File: config.mk
export PLATFORM = sky130hd
export DESIGN_NAME = lcg_generator_unit_flat
export DESIGN_NICKNAME = d
export VERILOG_FILES = /design/src/design/lcg_pkg.sv /design/src/design/lcg_ifs.sv /design/src/design/lcg_mulmod.sv /design/src/design/lcg_generator_unit.sv /design/src/flat_wrapper.sv
export SDC_FILE = /design/constraint.sdc
export NUM_CORES = 2
export LEC_CHECK = 0
export BUFFER_PORTS_ARGS = -buffer_cell sky130_fd_sc_hd__buf_2
export CAP_MARGIN = 20
export CELL_PAD_IN_SITES_DETAIL_PLACEMENT = 1
export CELL_PAD_IN_SITES_GLOBAL_PLACEMENT = 1
export CORE_AREA = 8 8 342 344
export DETAILED_ROUTE_END_ITERATION = 7
export DIE_AREA = 0 0 350 352
export GPL_TIMING_DRIVEN = 1
export MAX_ROUTING_LAYER = met4
export PLACE_DENSITY_LB_ADDON = 0.1
export SETUP_SLACK_MARGIN = 0.15
export SLEW_MARGIN = 0
export SYNTH_ARGS = -nofsm -noshare
export SYNTH_HDL_FRONTEND = slang
export SYNTH_SLANG_ARGS = --single-unit
File: constraint.sdc
create_clock -name clk_i -period 21.3 [get_ports clk_i]
set_clock_uncertainty 0.15 [all_clocks]
set_input_delay 4.26 -clock clk_i [delete_from_list [all_inputs] [get_ports clk_i]]
set_output_delay 4.26 -clock clk_i [all_outputs]
set_load 0.02 [all_outputs]
File: src/design/lcg_pkg.sv
// ----------------------------------------------------------------------------
// lcg_pkg
// Shared constants and codes for the linear congruential generator.
// ----------------------------------------------------------------------------
package lcg_pkg;

  localparam int DATA_W    = 32;
  localparam int CMD_W     = 2;
  localparam int CFG_IDX_W = 2;

  localparam logic [DATA_W-1:0] MULT_RST = 32'd16807;
  localparam logic [DATA_W-1:0] INCR_RST = 32'd0;
  localparam logic [DATA_W-1:0] MOD_RST  = 32'd2147483647;

  typedef enum logic [CMD_W-1:0] {
    CMD_NEXT    = 2'd0,
    CMD_SEED    = 2'd1,
    CMD_DISCARD = 2'd2
  } cmd_e;

  typedef enum logic [CFG_IDX_W-1:0] {
    CFG_MULT = 2'd0,
    CFG_INCR = 2'd1,
    CFG_MOD  = 2'd2
  } cfg_idx_e;

endpackage

File: src/design/lcg_ifs.sv
// ----------------------------------------------------------------------------
// lcg channel interfaces
// Command channel and number channel, valid/ready handshake.
// ----------------------------------------------------------------------------
interface lcg_cmd_if;
  logic                        valid;
  logic                        ready;
  logic [lcg_pkg::CMD_W-1:0]   cmd;
  logic [lcg_pkg::DATA_W-1:0]  operand;

  modport source (output valid, output cmd, output operand, input ready);
  modport sink (input valid, input cmd, input operand, output ready);
endinterface

interface lcg_num_if;
  logic                        valid;
  logic                        ready;
  logic [lcg_pkg::DATA_W-1:0]  number;

  modport source (output valid, output number, input ready);
  modport sink (input valid, input number, output ready);
endinterface

File: src/design/lcg_mulmod.sv
// ----------------------------------------------------------------------------
// lcg_mulmod
// Shared unit: (x*y + z) mod m, a multiply, an add, then a
// restoring shift-subtract reduction of one dividend bit per cycle.
// ----------------------------------------------------------------------------
module lcg_mulmod #(
  parameter int W = 32
) (
  input  logic         clk_i,
  input  logic         rst_ni,
  input  logic         start_i,
  input  logic [W-1:0] x_i,
  input  logic [W-1:0] y_i,
  input  logic [W-1:0] z_i,
  input  logic [W:0]   mod_i,
  output logic         done_o,
  output logic [W-1:0] res_o
);

  localparam int CW = $clog2(2 * W);
  localparam logic [CW-1:0] LAST = CW'(2 * W - 1);

  typedef enum logic [1:0] {
    M_IDLE,
    M_ADD,
    M_RED
  } mm_state_e;

  mm_state_e       state_q;
  logic [CW-1:0]   cnt_q;
  logic            done_q;
  logic [2*W-1:0]  p_q;
  logic [W-1:0]    z_q;
  logic [W:0]      m_q;
  logic [W:0]      r_q;

  logic [2*W-1:0]  prod;
  logic [W+1:0]    r_sh;
  logic [W+1:0]    r_sub;
  logic [W:0]      r_nxt;

  assign prod  = x_i * y_i;
  assign r_sh  = {r_q, p_q[2*W-1]};
  assign r_sub = r_sh - {1'b0, m_q};
  assign r_nxt = (r_sh >= {1'b0, m_q}) ? r_sub[W:0] : r_sh[W:0];

  always_ff @(posedge clk_i or negedge rst_ni) begin
    if (!rst_ni) begin
      state_q <= M_IDLE;
      cnt_q   <= '0;
      done_q  <= 1'b0;
    end else begin
      done_q <= 1'b0;
      unique case (state_q)
        M_IDLE: begin
          if (start_i) begin
            state_q <= M_ADD;
          end
        end
        M_ADD: begin
          cnt_q   <= '0;
          state_q <= M_RED;
        end
        M_RED: begin
          cnt_q <= cnt_q + 1'b1;
          if (cnt_q == LAST) begin
            state_q <= M_IDLE;
            done_q  <= 1'b1;
          end
        end
        default: state_q <= M_IDLE;
      endcase
    end
  end

  always_ff @(posedge clk_i) begin
    case (state_q)
      M_IDLE: begin
        if (start_i) begin
          p_q <= prod;
          z_q <= z_i;
          m_q <= mod_i;
        end
      end
      M_ADD: begin
        p_q <= p_q + {{W{1'b0}}, z_q};
        r_q <= '0;
      end
      M_RED: begin
        r_q <= r_nxt;
        p_q <= {p_q[2*W-2:0], 1'b0};
      end
      default: ;
    endcase
  end

  assign done_o = done_q;
  assign res_o  = r_q[W-1:0];

endmodule

File: src/design/lcg_generator_unit.sv
// ----------------------------------------------------------------------------
// lcg_generator_unit
// Linear congruential generator, state = (a*state + c) mod m, with seed
// load and jump-ahead discard. All modular work runs on one shared unit.
// ----------------------------------------------------------------------------
// Usage:
//   cmd_if carries one request (cmd, operand); num_if returns one number per
//   request, the generator state after the command. Requests are taken only
//   while the sequencer is idle, one at a time.
//   Multiplier, increment and modulus are written through cfg_we_i /
//   cfg_idx_i / cfg_data_i while no request is in flight; a modulus of zero
//   stands for 2^WIDTH.
//   Every modular operation runs on the shared mulmod unit, whose reduction
//   is a bit-serial shift-subtract.
//   next: one operation.
//   seed: two reductions (increment and seed).
//   discard n: three setup operations, up to five per bit of n up to its
//   highest set bit, and two final ones; a count of zero and an unused
//   command answer without using the shared unit.
//   Reset loads the default register values and a state of 1.
//   The result sits in an output register; a stalled receiver holds it
//   there, and the next request is still taken meanwhile but cannot finish
//   until the register is free.
// ----------------------------------------------------------------------------
module lcg_generator_unit #(
  parameter int WIDTH       = 32,
  parameter int COUNT_WIDTH = 32
) (
  input  logic                          clk_i,
  input  logic                          rst_ni,
  input  logic                          cfg_we_i,
  input  logic [lcg_pkg::CFG_IDX_W-1:0] cfg_idx_i,
  input  logic [lcg_pkg::DATA_W-1:0]    cfg_data_i,
  lcg_cmd_if.sink                       cmd_if,
  lcg_num_if.source                     num_if
);

  localparam int NW = (COUNT_WIDTH < lcg_pkg::DATA_W) ? COUNT_WIDTH : lcg_pkg::DATA_W;
  localparam logic [WIDTH-1:0] ONE = WIDTH'(1);

  typedef enum logic [1:0] {
    S_IDLE,
    S_ISSUE,
    S_WAIT,
    S_OUT
  } state_e;

  typedef enum logic [3:0] {
    PH_NEXT,
    PH_SEED_C,
    PH_SEED_S,
    PH_J_BA,
    PH_J_BC,
    PH_J_RA,
    PH_J_RA_UPD,
    PH_J_RC_UPD,
    PH_J_T,
    PH_J_BC_UPD,
    PH_J_BA_UPD,
    PH_J_SR,
    PH_J_FIN
  } phase_e;

  state_e                     state_q, state_d;
  phase_e                     phase_q, phase_d;
  logic                       out_valid_q, out_valid_d;
  logic [lcg_pkg::DATA_W-1:0] number_q, number_d;
  logic [WIDTH-1:0]           cur_q, cur_d;

  logic [WIDTH-1:0] mult_q, incr_q, mod_q;
  logic [WIDTH-1:0] seed_q, seed_d;
  logic [NW-1:0]    cnt_q, cnt_d;
  logic [WIDTH-1:0] ra_q, ra_d, rc_q, rc_d, ba_q, ba_d, bc_q, bc_d, tmp_q, tmp_d;
  logic             czero_q, czero_d;

  logic [WIDTH:0]   mod_eff;
  logic [WIDTH-1:0] mm_x, mm_y, mm_z, mm_res;
  logic             mm_start, mm_done;
  logic [NW-1:0]    cnt_shift;

  function automatic phase_e loop_phase(logic [NW-1:0] n);
    if (n == '0) begin
      return PH_J_SR;
    end else if (n[0]) begin
      return PH_J_RA_UPD;
    end
    return PH_J_T;
  endfunction

  // zero modulus means 2^WIDTH
  assign mod_eff   = (mod_q == '0) ? {1'b1, {WIDTH{1'b0}}} : {1'b0, mod_q};
  assign cnt_shift = cnt_q >> 1;
  assign mm_start  = (state_q == S_ISSUE);

  always_ff @(posedge clk_i or negedge rst_ni) begin
    if (!rst_ni) begin
      mult_q <= WIDTH'(lcg_pkg::MULT_RST);
      incr_q <= WIDTH'(lcg_pkg::INCR_RST);
      mod_q  <= WIDTH'(lcg_pkg::MOD_RST);
    end else if (cfg_we_i) begin
      unique case (cfg_idx_i)
        lcg_pkg::CFG_MULT: mult_q <= cfg_data_i[WIDTH-1:0];
        lcg_pkg::CFG_INCR: incr_q <= cfg_data_i[WIDTH-1:0];
        lcg_pkg::CFG_MOD:  mod_q  <= cfg_data_i[WIDTH-1:0];
        default: ;
      endcase
    end
  end

  // operands of the shared unit: result = (x*y + z) mod m
  always_comb begin
    mm_x = ONE;
    mm_y = ONE;
    mm_z = '0;
    unique case (phase_q)
      PH_NEXT: begin
        mm_x = mult_q;
        mm_y = cur_q;
        mm_z = incr_q;
      end
      PH_SEED_C:   mm_x = incr_q;
      PH_SEED_S:   mm_x = seed_q;
      PH_J_BA:     mm_x = mult_q;
      PH_J_BC:     mm_x = incr_q;
      PH_J_RA:     mm_x = ONE;
      PH_J_RA_UPD: begin
        mm_x = ra_q;
        mm_y = ba_q;
      end
      PH_J_RC_UPD: begin
        mm_x = rc_q;
        mm_y = ba_q;
        mm_z = bc_q;
      end
      PH_J_T: begin
        mm_x = ba_q;
        mm_z = ONE;
      end
      PH_J_BC_UPD: begin
        mm_x = bc_q;
        mm_y = tmp_q;
      end
      PH_J_BA_UPD: begin
        mm_x = ba_q;
        mm_y = ba_q;
      end
      PH_J_SR:     mm_x = cur_q;
      PH_J_FIN: begin
        mm_x = ra_q;
        mm_y = tmp_q;
        mm_z = rc_q;
      end
      default: ;
    endcase
  end

  lcg_mulmod #(
    .W (WIDTH)
  ) u_mulmod (
    .clk_i   (clk_i),
    .rst_ni  (rst_ni),
    .start_i (mm_start),
    .x_i     (mm_x),
    .y_i     (mm_y),
    .z_i     (mm_z),
    .mod_i   (mod_eff),
    .done_o  (mm_done),
    .res_o   (mm_res)
  );

  always_comb begin
    state_d     = state_q;
    phase_d     = phase_q;
    out_valid_d = out_valid_q;
    number_d    = number_q;
    cur_d       = cur_q;
    seed_d      = seed_q;
    cnt_d       = cnt_q;
    ra_d        = ra_q;
    rc_d        = rc_q;
    ba_d        = ba_q;
    bc_d        = bc_q;
    tmp_d       = tmp_q;
    czero_d     = czero_q;

    if (out_valid_q && num_if.ready) begin
      out_valid_d = 1'b0;
    end

    unique case (state_q)
      S_IDLE: begin
        if (cmd_if.valid) begin
          unique case (cmd_if.cmd)
            lcg_pkg::CMD_NEXT: begin
              phase_d = PH_NEXT;
              state_d = S_ISSUE;
            end
            lcg_pkg::CMD_SEED: begin
              seed_d  = cmd_if.operand[WIDTH-1:0];
              phase_d = PH_SEED_C;
              state_d = S_ISSUE;
            end
            lcg_pkg::CMD_DISCARD: begin
              cnt_d = cmd_if.operand[NW-1:0];
              if (cmd_if.operand[NW-1:0] == '0) begin
                state_d = S_OUT;
              end else begin
                phase_d = PH_J_BA;
                state_d = S_ISSUE;
              end
            end
            default: state_d = S_OUT;
          endcase
        end
      end
      S_ISSUE: state_d = S_WAIT;
      S_WAIT: begin
        if (mm_done) begin
          state_d = S_ISSUE;
          unique case (phase_q)
            PH_NEXT: begin
              cur_d   = mm_res;
              state_d = S_OUT;
            end
            PH_SEED_C: begin
              czero_d = (mm_res == '0);
              phase_d = PH_SEED_S;
            end
            PH_SEED_S: begin
              // keep a zero-increment generator from locking at zero
              cur_d   = (czero_q && mm_res == '0) ? ONE : seed_q;
              state_d = S_OUT;
            end
            PH_J_BA: begin
              ba_d    = mm_res;
              phase_d = PH_J_BC;
            end
            PH_J_BC: begin
              bc_d    = mm_res;
              phase_d = PH_J_RA;
            end
            PH_J_RA: begin
              ra_d    = mm_res;
              rc_d    = '0;
              phase_d = loop_phase(cnt_q);
            end
            PH_J_RA_UPD: begin
              ra_d    = mm_res;
              phase_d = PH_J_RC_UPD;
            end
            PH_J_RC_UPD: begin
              rc_d    = mm_res;
              phase_d = PH_J_T;
            end
            PH_J_T: begin
              tmp_d   = mm_res;
              phase_d = PH_J_BC_UPD;
            end
            PH_J_BC_UPD: begin
              bc_d    = mm_res;
              phase_d = PH_J_BA_UPD;
            end
            PH_J_BA_UPD: begin
              ba_d    = mm_res;
              cnt_d   = cnt_shift;
              phase_d = loop_phase(cnt_shift);
            end
            PH_J_SR: begin
              tmp_d   = mm_res;
              phase_d = PH_J_FIN;
            end
            PH_J_FIN: begin
              cur_d   = mm_res;
              state_d = S_OUT;
            end
            default: state_d = S_IDLE;
          endcase
        end
      end
      S_OUT: begin
        if (!out_valid_q || num_if.ready) begin
          out_valid_d = 1'b1;
          number_d    = lcg_pkg::DATA_W'(cur_q);
          state_d     = S_IDLE;
        end
      end
      default: state_d = S_IDLE;
    endcase
  end

  always_ff @(posedge clk_i or negedge rst_ni) begin
    if (!rst_ni) begin
      state_q     <= S_IDLE;
      phase_q     <= PH_NEXT;
      out_valid_q <= 1'b0;
      number_q    <= '0;
      cur_q       <= ONE;
    end else begin
      state_q     <= state_d;
      phase_q     <= phase_d;
      out_valid_q <= out_valid_d;
      number_q    <= number_d;
      cur_q       <= cur_d;
    end
  end

  always_ff @(posedge clk_i) begin
    seed_q  <= seed_d;
    cnt_q   <= cnt_d;
    ra_q    <= ra_d;
    rc_q    <= rc_d;
    ba_q    <= ba_d;
    bc_q    <= bc_d;
    tmp_q   <= tmp_d;
    czero_q <= czero_d;
  end

  assign cmd_if.ready  = (state_q == S_IDLE);
  assign num_if.valid  = out_valid_q;
  assign num_if.number = number_q;

  a_one_at_a_time: assert property (@(posedge clk_i) disable iff (!rst_ni)
    cmd_if.valid && cmd_if.ready |=> !cmd_if.ready)
    else $error("request accepted while previous one in flight");

  a_done_in_wait: assert property (@(posedge clk_i) disable iff (!rst_ni)
    mm_done |-> state_q == S_WAIT)
    else $error("mulmod result with no waiting sequencer");

  a_next_reduced: assert property (@(posedge clk_i) disable iff (!rst_ni)
    state_q == S_WAIT && mm_done && phase_q == PH_NEXT |=> {1'b0, cur_q} < mod_eff)
    else $error("next state not below modulus");

  a_out_hold: assert property (@(posedge clk_i) disable iff (!rst_ni)
    state_q == S_OUT && out_valid_q && !num_if.ready |=> state_q == S_OUT)
    else $error("result overwrote a stalled output");

endmodule
File: src/flat_wrapper.sv
// flat-port wrapper written by rule: the top's interface ports become plain ports
module lcg_generator_unit_flat 
#(
  parameter int WIDTH       = 32,
  parameter int COUNT_WIDTH = 32
)
  (clk_i, rst_ni, cfg_we_i, cfg_idx_i, cfg_data_i, cmd_if_valid, cmd_if_cmd, cmd_if_operand, cmd_if_ready, num_if_valid, num_if_number, num_if_ready);
  lcg_cmd_if cmd_if_i ();
  lcg_num_if num_if_i ();
  input  logic clk_i;
  input  logic rst_ni;
  input  logic cfg_we_i;
  input  logic [lcg_pkg::CFG_IDX_W-1:0] cfg_idx_i;
  input  logic [lcg_pkg::DATA_W-1:0] cfg_data_i;
  input wire logic [$bits(cmd_if_i.valid)-1:0] cmd_if_valid;
  input wire logic [$bits(cmd_if_i.cmd)-1:0] cmd_if_cmd;
  input wire logic [$bits(cmd_if_i.operand)-1:0] cmd_if_operand;
  output wire logic [$bits(cmd_if_i.ready)-1:0] cmd_if_ready;
  output wire logic [$bits(num_if_i.valid)-1:0] num_if_valid;
  output wire logic [$bits(num_if_i.number)-1:0] num_if_number;
  input wire logic [$bits(num_if_i.ready)-1:0] num_if_ready;
  assign cmd_if_i.valid = cmd_if_valid;
  assign cmd_if_i.cmd = cmd_if_cmd;
  assign cmd_if_i.operand = cmd_if_operand;
  assign cmd_if_ready = cmd_if_i.ready;
  assign num_if_valid = num_if_i.valid;
  assign num_if_number = num_if_i.number;
  assign num_if_i.ready = num_if_ready;
  lcg_generator_unit #(.WIDTH(WIDTH), .COUNT_WIDTH(COUNT_WIDTH)) u_core (.clk_i(clk_i), .rst_ni(rst_ni), .cfg_we_i(cfg_we_i), .cfg_idx_i(cfg_idx_i), .cfg_data_i(cfg_data_i), .cmd_if(cmd_if_i), .num_if(num_if_i));
endmodule
==> run_summary.xml <==
<?xml version="1.0" encoding="UTF-8"?>
<metrics>
  <group name="cells_and_area">
    <metric name="finish.net_count" unit="">7513</metric>
    <metric name="area.growth.synth_to_final" unit="%">6.93</metric>
    <metric name="drive_gt1_share" unit="%">9.71</metric>
    <metric name="final_core_utilization" unit="%">58.3</metric>
    <metric name="nFillCells" unit="">12400</metric>
  </group>
  <group name="place">
    <metric name="place.detailed.hpwl" unit="mm">178</metric>
    <metric name="routabilityCongestion" unit="">1.02</metric>
    <metric name="port_buffers" unit="">106</metric>
  </group>
  <group name="drt">
    <metric name="wl_per_cell" unit="um">30.1</metric>
    <metric name="drt_first_pass_iters" unit="">8</metric>
    <metric name="antenna_violating_nets_post_route" unit="">0</metric>
    <metric name="drc_errors_left" unit="">35</metric>
    <metric name="viasPerCell" unit="">6.27</metric>
    <metric name="vias" unit="">48700</metric>
    <metric name="drt_first_iter_violations" unit="">4783</metric>
    <metric name="totalWireLength" unit="mm">233</metric>
  </group>
  <group name="pwr">
    <metric name="static-leakage-power" unit="uW">0.0300</metric>
    <metric name="max-vdd-ir-drop" unit="uV">142</metric>
    <metric name="cellPowerDensity" unit="nW/um^2">159</metric>
  </group>
  <group name="floorplan">
    <metric name="floorplan.initialDensity" unit="%">54.5</metric>
    <metric name="ioPinCount" unit="">107</metric>
    <metric name="die_h" unit="um">352</metric>
    <metric name="core_area" unit="sq um">112000</metric>
    <metric name="chipWidth" unit="um">350</metric>
    <metric name="rows" unit="">123</metric>
    <metric name="dieArea" unit="sq um">123000</metric>
  </group>
  <group name="clock_network">
    <metric name="cts_tree" unit="">built</metric>
    <metric name="cts_resized" unit="">0</metric>
    <metric name="tritoncts_num_sinks" unit="">563</metric>
    <metric name="worstSkewPairLatency" unit="ps">670</metric>
    <metric name="clockRootBuffer" unit="">clkbuf_16</metric>
    <metric name="cts_post_setup_buffers_inserted" unit="">0</metric>
    <metric name="clk_pin_slew_worst_paths" unit="ps">70</metric>
    <metric name="cts.hold.buffers_added" unit="">0</metric>
    <metric name="clock_path_buffers" unit="">3</metric>
    <metric name="number_of_buffers_created_by_cts" unit="">58</metric>
    <metric name="cts-htree-levels" unit="">2</metric>
  </group>
  <group name="sta">
    <metric name="slew_headroom" unit="%">18.7</metric>
    <metric name="finalSetupViolCount" unit="">0</metric>
    <metric name="grt_setup_unrepaired" unit="">no</metric>
    <metric name="finalWorstPathRequiredPeriod" unit="ps">11920</metric>
    <metric name="max_freq" unit="GHz">0.0839</metric>
    <metric name="min_period_over_period" unit="%">55.9</metric>
    <metric name="fin_tns_setup" unit="ps">0</metric>
    <metric name="tightestPinTransition" unit="ps">1220</metric>
    <metric name="slew_violations" unit="">0</metric>
    <metric name="hold_viol" unit="">0</metric>
  </group>
  <group name="worst_setup_path">
    <metric name="critical_path.max_fanout" unit="">68</metric>
    <metric name="cp_slowest_cell" unit="">nor4_1</metric>
    <metric name="reg2reg_to" unit="">u_core.u_mulmod.p_q[51]</metric>
    <metric name="worst-r2r-setup-slack" unit="ps">9380</metric>
    <metric name="setup.worst_path.start" unit="">u_core.phase_q[3]</metric>
    <metric name="timing.critical_path.arrival" unit="ps">12080</metric>
    <metric name="critical_path.endpoint_type" unit="">register</metric>
    <metric name="worst_path_largest_cell_delay" unit="ps">700</metric>
    <metric name="crit-reg2reg-launch" unit="">u_core.phase_q[3]</metric>
    <metric name="critical-path-top-cell-by-count" unit="">fa_1</metric>
    <metric name="worst_r2r_path_depth" unit="">31</metric>
    <metric name="worst_ep_required_time" unit="ps">21470</metric>
    <metric name="crit_path_start_kind" unit="">register</metric>
    <metric name="crit_type" unit="">reg2reg</metric>
  </group>
  <group name="logic_synthesis">
    <metric name="post_synth.cell_area_avg" unit="sq um">9.69</metric>
    <metric name="number_of_distinct_library_cells_after_synthesis" unit="">88</metric>
    <metric name="async_reset_ff_share" unit="%">31.3</metric>
    <metric name="synthDominantCellAreaShare" unit="%">29.6</metric>
    <metric name="synth_net_count" unit="">7590</metric>
    <metric name="synth_simple_gate_area_share" unit="%">13.4</metric>
    <metric name="yosys-mux-area-fraction" unit="%">2.81</metric>
    <metric name="main_combinational_cell_family_by_area_after_synthesis" unit="">adder cells</metric>
    <metric name="synth-edff-count" unit="">387</metric>
    <metric name="yosysWarningCount" unit="">0</metric>
    <metric name="synthXorXnorAreaFrac" unit="%">1.99</metric>
    <metric name="synth-compound-area-share" unit="%">9.93</metric>
    <metric name="synth_top_area_cell" unit="">fa_1</metric>
    <metric name="netlist_top_cells_area" unit="">fa_1, edfxtp_1, ha_1</metric>
    <metric name="dominantRegCellSynth" unit="">edfxtp_1</metric>
    <metric name="postSynthRegisterBits" unit="">563</metric>
    <metric name="adder_cell_area_share_of_the_yosys_netlist" unit="%">36.6</metric>
    <metric name="synth_sequential_area_ratio" unit="%">26.4</metric>
    <metric name="netlist_instances" unit="">6278</metric>
    <metric name="synth_area" unit="sq um">60800</metric>
  </group>
  <group name="global_routing">
    <metric name="met2_usage" unit="%">59.1</metric>
    <metric name="number_of_global_route_vias_before_repair" unit="">53200</metric>
    <metric name="grtUsageMet1" unit="%">46.7</metric>
    <metric name="grt_pass1_wl" unit="mm">346</metric>
    <metric name="grt-ovfl-total" unit="">0</metric>
    <metric name="grt_util_all_layers" unit="%">38.9</metric>
    <metric name="gr-usage-met3" unit="%">8.69</metric>
    <metric name="gr_busiest_metal" unit="">met2</metric>
    <metric name="pin_count_of_the_biggest_net_entering_global_routing" unit="">84</metric>
    <metric name="antenna_found_initial" unit="">6</metric>
  </group>
  <group name="worst_hold_path">
    <metric name="whs_path_depth" unit="">0</metric>
    <metric name="holdPathEnd" unit="">u_core.u_mulmod.m_q[31]</metric>
    <metric name="min-delay-start" unit="">u_core.mod_q[31]</metric>
    <metric name="worstHoldPathType" unit="">reg2reg</metric>
  </group>
  <group name="run">
    <metric name="cap_violations" unit="">0</metric>
  </group>
  <group name="outcome">
    <metric name="status" unit="">finished with violations</metric>
    <metric name="violations" unit="">DRC</metric>
  </group>
</metrics>
how the worst max path moves through the flow:
stage / slack, ps / endpoint / cells after the start
final: 9380 / u_core.u_mulmod.p_q[51] / 31
after global routing: 8990 / u_core.u_mulmod.p_q[48] / 31
after CTS: 9400 / u_core.u_mulmod.p_q[48] / 31
after detailed placement: 9530 / u_core.u_mulmod.p_q[63] / 31
after global placement: 9790 / u_core.u_mulmod.p_q[63] / 31
after floorplan: 11730 / u_core.u_mulmod.p_q[48] / 36
state kept, by name (all words and copies together) (netlist names), 2 cells and up:
signal / count
u_core.mult_q: 32
u_core.rc_q: 32
u_core.u_mulmod.state_q: 2
u_core.u_mulmod.cnt_q: 6
u_core.ba_q: 32
u_core.u_mulmod.m_q: 33
u_core.mod_q: 32
u_core.state_q: 2
u_core.tmp_q: 32
u_core.phase_q: 4
u_core.bc_q: 32
u_core.incr_q: 32
u_core.seed_q: 32
u_core.ra_q: 32
u_core.u_mulmod.p_q: 64
u_core.cur_q: 32
u_core.cnt_q: 32
u_core.u_mulmod.z_q: 32
u_core.num_if.number: 32
u_core.u_mulmod.r_q: 33
cells in the mapped netlist (8+ instances only):
master    number
a22oi_1      105
a221oi_1      32
and3_1        22
nor4_1        35
buf_2         40
ha_1         341
and4_1        12
xnor2_1       83
buf_1         18
fa_1         898
o211ai_1      23
inv_1       1028
a21oi_1      225
a222oi_1      68
a221o_1       36
nand4_1       43
or2_2         12
nor3_1        28
nand2_1      852
a41oi_1        8
o21bai_1      18
edfxtp_1     387
dfrtp_1      137
or3_1          9
clkbuf_1     318
xor2_1        55
nor2_1       724
mux2_2       132
o221ai_1      28
a21o_1        57
nor3b_1        8
o21a_1        15
nand3_1       57
a221oi_2      16
a211oi_1       9
o21ai_1        8
nor2b_1       22
o21ai_0       92
dfstp_2       39
a31oi_1       20
nand2b_1      21
and2_1        76
mux2i_1       21
layer usage:
metal	routed length, um	part of all wire, %
met5	0	0
met4	19600	8.4
met3	22000	9.4
met2	106000	46
met1	85400	37
placed cells by master (no fill, tap or decap), types with 36 or more instances in the layout:
cell	count
inv_1	1028
fa_1	898
nand2_1	851
nor2_1	715
edfxtp_1	387
ha_1	340
a21oi_1	220
buf_4	137
dfrtp_1	137
mux2_2	132
a22oi_1	105
buf_2	105
o21ai_0	92
xnor2_1	83
and2_1	72
a222oi_1	68
clkbuf_16	59
a21o_1	57
nand3_1	57
xor2_1	55
nand4_1	43
dfstp_2	39
a221o_1	36
layout make-up:
class	instances	area, sq um	share of cell area (%)
diodes	8	20.0	0.0308
clock buffers	71	1580	2.43
clock inverters	38	353	0.543
inverters	1031	3870	5.95
multi-input cells	4301	39600	60.9
flip-flops and latches	563	16100	24.7
well taps	1500	1880	2.89
repair buffers	246	1640	2.52
worst max-delay path: cells and delay by family (launching register included):
family                     cells  cell delay [ps]
DFF                            1              410
buffers and inverters          7             1620
adders and majority gates     10             5180
and+or+nand+nor                8             2700
AOI/OAI and AO/OA              5             1310
xor gates and xnor gates       1              130
through the flow:
stage | hold slack, ps | total power (uW) | worst slack, ps | cells | instance area (sq um)
after detailed placement | 329 | 9040 | 9530 | 7639 | 63000
after global placement | 331 | 8850 | 9790 | 7638 | 63000
final | 336 | 10300 | 9380 | 7758 | 65000
after global routing | 353 | 10800 | 8990 | 7752 | 65000
after CTS | 344 | 10200 | 9400 | 7748 | 65000
after floorplan | 325 | 6130 | 11730 | 6278 | 60800
cell families (layout without fill, tap and decap cells):
group,after synthesis,in the layout
xor+xnor,138,138
flops,563,563
buf+inv,1414,1386
mux,154,154
compound gates,833,833
fa+ha+maj,1239,1239
other cells,0,8
simple gates,1937,1937
power by group:
group          leakage, uW  switching (uW)  internal [uW]
sequential         0.00585             267           1530
combinational       0.0232            5160           2310
clock             0.000926             475            571
total               0.0300            5900           4410
Power figures use the tool's default switching activity.
